File: src/rtl/spq_pkg.sv
// ----------------------------------------------------------------------------
// spq_pkg
// shared constants and types of the sorted priority queue
// ----------------------------------------------------------------------------
`default_nettype none

package spq_pkg;

  localparam int CAPACITY_DEF    = 256;
  localparam int WEIGHT_BITS_DEF = 32;

  localparam int IN_WEIGHT_W = 32;
  localparam int SYMBOL_W    = 8;
  localparam int HANDLE_W    = 9;
  localparam int OCC_W       = 9;

  typedef enum logic {
    KIND_ENQ = 1'b0,
    KIND_DEQ = 1'b1
  } kind_t;

  // per-cycle command broadcast along the row of cells
  typedef struct packed {
    logic ins;
    logic shift;
  } spq_ctrl_t;

endpackage

`default_nettype wire

File: src/rtl/spq_cell.sv
// ----------------------------------------------------------------------------
// spq_cell
// one slot of the sorted row: compares the broadcast key with its own entry
// and keeps, takes the new entry, or takes a neighbour's entry
// ----------------------------------------------------------------------------
`default_nettype none

module spq_cell #(
  parameter int WEIGHT_BITS = spq_pkg::WEIGHT_BITS_DEF
) (
  input  wire logic                      clk,
  input  wire spq_pkg::spq_ctrl_t        ctrl,
  input  wire logic                      occ,
  input  wire logic [WEIGHT_BITS-1:0]    key_weight,
  input  wire logic [spq_pkg::SYMBOL_W-1:0] key_symbol,
  input  wire logic [spq_pkg::HANDLE_W-1:0] key_handle,
  input  wire logic                      left_lt,
  input  wire logic [WEIGHT_BITS-1:0]    left_weight,
  input  wire logic [spq_pkg::SYMBOL_W-1:0] left_symbol,
  input  wire logic [spq_pkg::HANDLE_W-1:0] left_handle,
  input  wire logic [WEIGHT_BITS-1:0]    right_weight,
  input  wire logic [spq_pkg::SYMBOL_W-1:0] right_symbol,
  input  wire logic [spq_pkg::HANDLE_W-1:0] right_handle,
  output logic                           lt,
  output logic [WEIGHT_BITS-1:0]         weight,
  output logic [spq_pkg::SYMBOL_W-1:0]   symbol,
  output logic [spq_pkg::HANDLE_W-1:0]   handle
);
  import spq_pkg::*;

  logic [WEIGHT_BITS-1:0] weight_next;
  logic [SYMBOL_W-1:0]    symbol_next;
  logic [HANDLE_W-1:0]    handle_next;

  // new key orders strictly before this slot, or the slot is free
  always_comb begin
    lt = !occ || (key_weight < weight) ||
         ((key_weight == weight) && (key_symbol < symbol));
  end

  always_comb begin
    weight_next = weight;
    symbol_next = symbol;
    handle_next = handle;
    if (ctrl.ins) begin
      if (lt && !left_lt) begin
        weight_next = key_weight;
        symbol_next = key_symbol;
        handle_next = key_handle;
      end else if (lt) begin
        weight_next = left_weight;
        symbol_next = left_symbol;
        handle_next = left_handle;
      end
    end else if (ctrl.shift) begin
      weight_next = right_weight;
      symbol_next = right_symbol;
      handle_next = right_handle;
    end
  end

  always_ff @(posedge clk) begin
    weight <= weight_next;
    symbol <= symbol_next;
    handle <= handle_next;
  end

endmodule

`default_nettype wire

File: config.mk
export PLATFORM = sky130hd
export DESIGN_NAME = spq_cell
export DESIGN_NICKNAME = d
export VERILOG_FILES = /design/src/rtl/spq_pkg.sv /design/src/rtl/spq_cell.sv
export SDC_FILE = /design/constraint.sdc
export NUM_CORES = 1
export LEC_CHECK = 0
export BUFFER_PORTS_ARGS = -buffer_cell sky130_fd_sc_hd__buf_2
export CORE_MARGIN = 2
export CORE_UTILIZATION = 40
export CTS_CLUSTER_DIAMETER = 60
export DETAILED_ROUTE_END_ITERATION = 8
export PLACE_DENSITY = 0.78
export SETUP_SLACK_MARGIN = 0.05
export SLEW_MARGIN = 40
export SYNTH_ARGS = -nofsm -noshare
export SYNTH_HDL_FRONTEND = slang
export SYNTH_SLANG_ARGS = --single-unit
File: constraint.sdc
create_clock -name clk -period 2.75 [get_ports clk]
set_clock_uncertainty 0.15 [all_clocks]
set_input_delay 0.55 -clock clk [delete_from_list [all_inputs] [get_ports clk]]
set_output_delay 0.55 -clock clk [all_outputs]
set_load 0.01 [all_outputs]
== Word-level counts from Yosys, hierarchy flattened ==
Index checks and enable logic that the tools add are counted.
Storage, ports and cells
  flip-flop bits (word level): 49
  bits of input ports: 152
  output and inout port bits: 50
  logic and storage cells: 27
Cells by class
  magnitude comparators: 2
  equality and inequality tests: 2
  muxes and demuxes: 12
  reductions and logical operators: 8
Operators by type and width (number)
  32-bit 2-to-1 mux: 4
  9-bit 2-to-1 mux: 4
  32-bit equality test: 1
  32-bit < comparator: 1
  8-bit 2-to-1 mux: 4
  8-bit < comparator: 1
  3-bit by 1-bit != test with 1-bit output, second input constant: 1
  1-bit logical AND: 2
  1-bit logical NOT: 2
  1-bit logical OR: 2
  2-bit AND reduction: 1
  2-bit nonzero test: 1

== Longest topological paths before layout ==
  depth after elaboration: 6
  mapped depth: 11
  depth with buffers taken out: 9

== Worst setup path after synthesis ==
No wires, ideal clock.
  path kind: input-to-reg
  from: input key_weight[1]
  to: register handle[0] (netlist bit), enable pin
  library setup time: 0.385 ns
  arrival: 2.766 ns
  data required time: 2.215 ns
  slack: -0.551 ns
  stages: 7
  path buffers: 0
  cell sequence: ha_1 > nor2b_1 > o211ai_1 > a21oi_1 > o311a_1 > o31ai_1 > mux2_2
On the way
  cells in the longest elaborated chain, start to end: 6
  elaborated cells between the ends (all ways): 8
  those cells by class: 1 x order compare; 2 x eq/ne; 5 x reduce/logical
Ends and longest elaborated chain
  start, declared: RTL line spq_cell.sv:14  | input wire logic [WEIGHT_BITS-1:0] key_weight,
  32-bit < comparator / 32-bit equality test (equally long branches): RTL line spq_cell.sv:37, spq_cell.sv:38
  1-bit logical OR / 1-bit logical AND (equally long branches): RTL line spq_cell.sv:37, spq_cell.sv:38
  1-bit logical OR *: RTL line spq_cell.sv:37  | lt = !occ || (key_weight < weight) ||
  net lt: RTL line spq_cell.sv:24  | output logic lt,
  1-bit logical AND: RTL line spq_cell.sv:46  | if (lt && !left_lt) begin
  3-bit by 1-bit != test with 1-bit output (no line) *
  2-bit AND reduction (no line) *
  end signal, assigned: RTL line spq_cell.sv:65  | handle <= handle_next;
  end, declared: RTL line spq_cell.sv:27  | output logic [spq_pkg::HANDLE_W-1:0] handle
The timed path passes the listed nets; every way through them passes the cells marked *.
A chain may end at the register's enable or synchronous reset.

== Worst setup path after layout ==
  from: register weight[29]
  to: output lt
On the way
  cells in the longest elaborated chain, start to end: 3
  elaborated cells between the ends (all ways): 5
  those cells by class: 1 x order compare; 1 x eq/ne; 3 x reduce/logical
Ends and longest elaborated chain
  start, declared: RTL line spq_cell.sv:25  | output logic [WEIGHT_BITS-1:0] weight,
  start signal, assigned: RTL line spq_cell.sv:63  | weight <= weight_next;
  32-bit < comparator / 32-bit equality test (equally long branches): RTL line spq_cell.sv:37, spq_cell.sv:38
  1-bit logical OR / 1-bit logical AND (equally long branches): RTL line spq_cell.sv:37, spq_cell.sv:38
  1-bit logical OR *: RTL line spq_cell.sv:37
  end, declared: RTL line spq_cell.sv:24
Mark *: on every way between the ends. The rest lies on a longest branch, timed or not.

==> results.cfg <==
[run_status]
outcome = complete, but fails checks
violations = setup timing

[layout]
antenna_cells = 0
fin_area_um2 = 5592
final_nets = 780
area_growth_pct = 60.24
final_util_pct = 65.07
drive_gt1_share_pct = 50.34
fin_cells = 698

[clock_network]
cts_num_sinks = 49
root_buffer = clkbuf_8
htree_levels = 2
numCtsBuffers = 5
cts_buffer_depth = 2
clk_pin_slew_worst_paths_ps = 90
cts_tree = done
clk-insertion-delay-late_ps = 300

[power_and_ir_drop]
p_leak_nw = 2.733
ir_worst_vdd_mv = 0.2733
powerDensity_nw_per_um2 = 443.4

[grt]
grt_pass1_wl_mm = 16.52
track_usage_pct = 21.20
use_met3_pct = 4.532
grt_busiest_layer = met2
grt_antenna_before_repair = 0
gr-usage-met2_pct = 37.93
use_met1_pct = 25.83
grt_pass1_vias = 3532
grt_max_degree = 53
overflow = 0

[worst_setup_path]
ff2ff_path_depth = 14
worst-path-max-fanout = 2
r2r_setup_slack_ps = -190
worst_ep_required_time_ps = 2050
crit_path_cell_trace = inv_2, ha_4, nand4_1, buf_4, nor2_2, a221oi_2, o21ai_2, buf_4, o31ai_4, buf_2
cp_common_cell = buf_4
crit_slowest_cell = edfxtp_1
reg2reg_from = weight[29]
criticalPathCategory = reg2out
endpoint_kind = output port
startpoint_type = flop
cp_slowest_stage_delay_ps = 420
r2r-end = weight[7]
arrival_ps = 2250
path_buf_inv = 4
crit_family = compound AO/OA/AOI/OAI gates

[placement]
place.gp.congestion = 0.8075
place_area_um2 = 4981
dp_hpwl_mm = 7.549
dpl_worst_slack_ps = -333.0
io_buffers = 201
dp_cells = 662

[yosys]
yosysWarnings = 0
ys_async_sr_fraction_pct = 0
synth.distinct_cells = 31
synth.avg_cell_area_um2 = 9.886
synth-main-ff-cell = edfxtp_1
synthesis.nets = 544
synth-seq-cells = 49
synth_seq_area_share_pct = 42.17
syn-cell-area_um2 = 3490
postSynthCellCount = 353
synth_edf_count = 49

[timing]
min_period_over_period_pct = 107.3
slew_headroom_pct = 67.69
rsz0062_at_grt = yes
hold_viol_final = 0
maxSlewViolCount = 0
setup_violations = 75
final.setup.tns_ps = -7579
min_period_ps = 2951
finalWorstSetupSlack_ps = -200.6
timing.fmax_ghz = 0.3389
worst_pin_slew_ps = 484.7

[drt]
remaining_drc_errors = 0
finalWirelength_mm = 10.60
postRouteAntennaNets = 0
viasPerCell = 4.958
vias = 3461
dr.first_iter.drc_count = 136
dr.pass1.iters = 4
wl_per_cell_um = 15.19

[worst_hold_path]
hold_path_class = in2reg
whs_path_depth = 3
worstHoldEndpoint = weight[25]
min_from = right_weight[25]

[die]
die_width_um = 97.40
dieHeight_um = 97.40
core_area_um2 = 8593
ios = 202
initial_core_util_pct = 40.61
dieArea_um2 = 9487
rows = 34

[flow_run]
maxCapViolations = 0
## metal layers
metal,part of all wire (%),vias to the layer above
met5,0,-
met2,51,140
met3,6.7,11
li1,-,1745
met4,1.0,0
met1,41,1565
## where the power goes
group	total, mW	switching, mW	internal, mW
clock	0.420	0.247	0.172
combinational	1.07	0.508	0.565
sequential	0.986	0.0426	0.944
## metrics by stage
stage               total power [mW]  hold WS (ps)
floorplan                      1.493         625.0
global placement               1.817         711.6
detailed placement             1.854         722.5
CTS                            2.381         405.1
global route                   2.642         402.5
finish                         2.479         409.7
## worst reg2reg max path, cell delays in order, from the launching register on
cell	delay, ps
edfxtp_1	420
inv_2	90
ha_4	190
nand4_1	130
buf_4	140
nor2_2	30
a221oi_2	310
o21ai_2	120
buf_4	160
o32ai_4	250
buf_6	180
buf_12	100
buf_16	110
mux2i_1	200
a21oi_1	100
## placed cells by master (no fill, tap or decap), types with 4 or more instances in the layout
master	instances
edfxtp_1	49
ha_4	16
nor2_1	52
o21ai_0	4
a21oi_1	60
nand2_1	7
clkbuf_16	6
buf_16	4
buf_12	7
buf_4	22
inv_2	8
clkbuf_8	5
buf_2	201
nand4_1	5
ha_1	23
buf_6	5
inv_1	31
mux2i_1	46
## area by class of cell
type                            count  area (um2)
Fill cell                         700        3002
Multi-Input combinational cell    248        2123
Timing Repair Buffer              245        1628
Sequential cell                    49        1471
Inverter                           40       152.6
Tap cell                          108       135.1
Clock buffer                        5       68.82
Clock inverter                      3       12.51
## registers in the layout (all words and copies together) (netlist names)
| name | flops |
|---|---|
| handle | 9 |
| symbol | 8 |
| weight | 32 |
## cells in the mapped netlist, drive strengths merged, types with 2 or more instances
cell	instances	area, um2
a21oi	62	310.3
mux2i	49	490.5
buf	5	45.04
clkbuf	11	41.29
o21ai	8	40.03
edfxtp	49	1471
nor2	54	202.7
inv	40	150.1
nand3	2	10.01
o211ai	2	15.01
nand2	8	30.03
a211oi	2	15.01
ha	39	488.0
nand4	5	31.28
and4	3	26.28
## repair_timing
item / 4_1_cts / 5_1_grt
pin swaps: 16 / 37
setup buffers: 9 / 8
setup endpoints to repair: 77 / 99
resized for setup: 15 / 20
hold buffers: 0 / 0
gates cloned: 4 / 8
## cell families after synthesis
| kind of cell | Yosys count | synth area share [%] |
|---|---|---|
| muxes | 50 | 14.38 |
| and+or+nand+nor | 75 | 9.179 |
| buffers and inverters | 56 | 6.776 |
| DFF | 49 | 42.17 |
| AOI/OAI and AO/OA | 84 | 13.52 |
| adders and majority gates | 39 | 13.98 |
## how the worst max path moves through the flow
| stage | from | endpoint | slack (ps) | depth (start not counted) |
|---|---|---|---|---|
| after global placement | key_weight[19] | handle[0] | -240 | 10 |
| after global routing | weight[29] | weight[31] | -320 | 14 |
| after CTS | weight[31] | weight[8] | -180 | 13 |
| after floorplan | key_weight[1] | handle[0] | 20 | 7 |
| final | weight[29] | lt | -200 | 10 |
| after detailed placement | key_weight[17] | handle[0] | -330 | 10 |
Power figures use the tool's default switching activity.
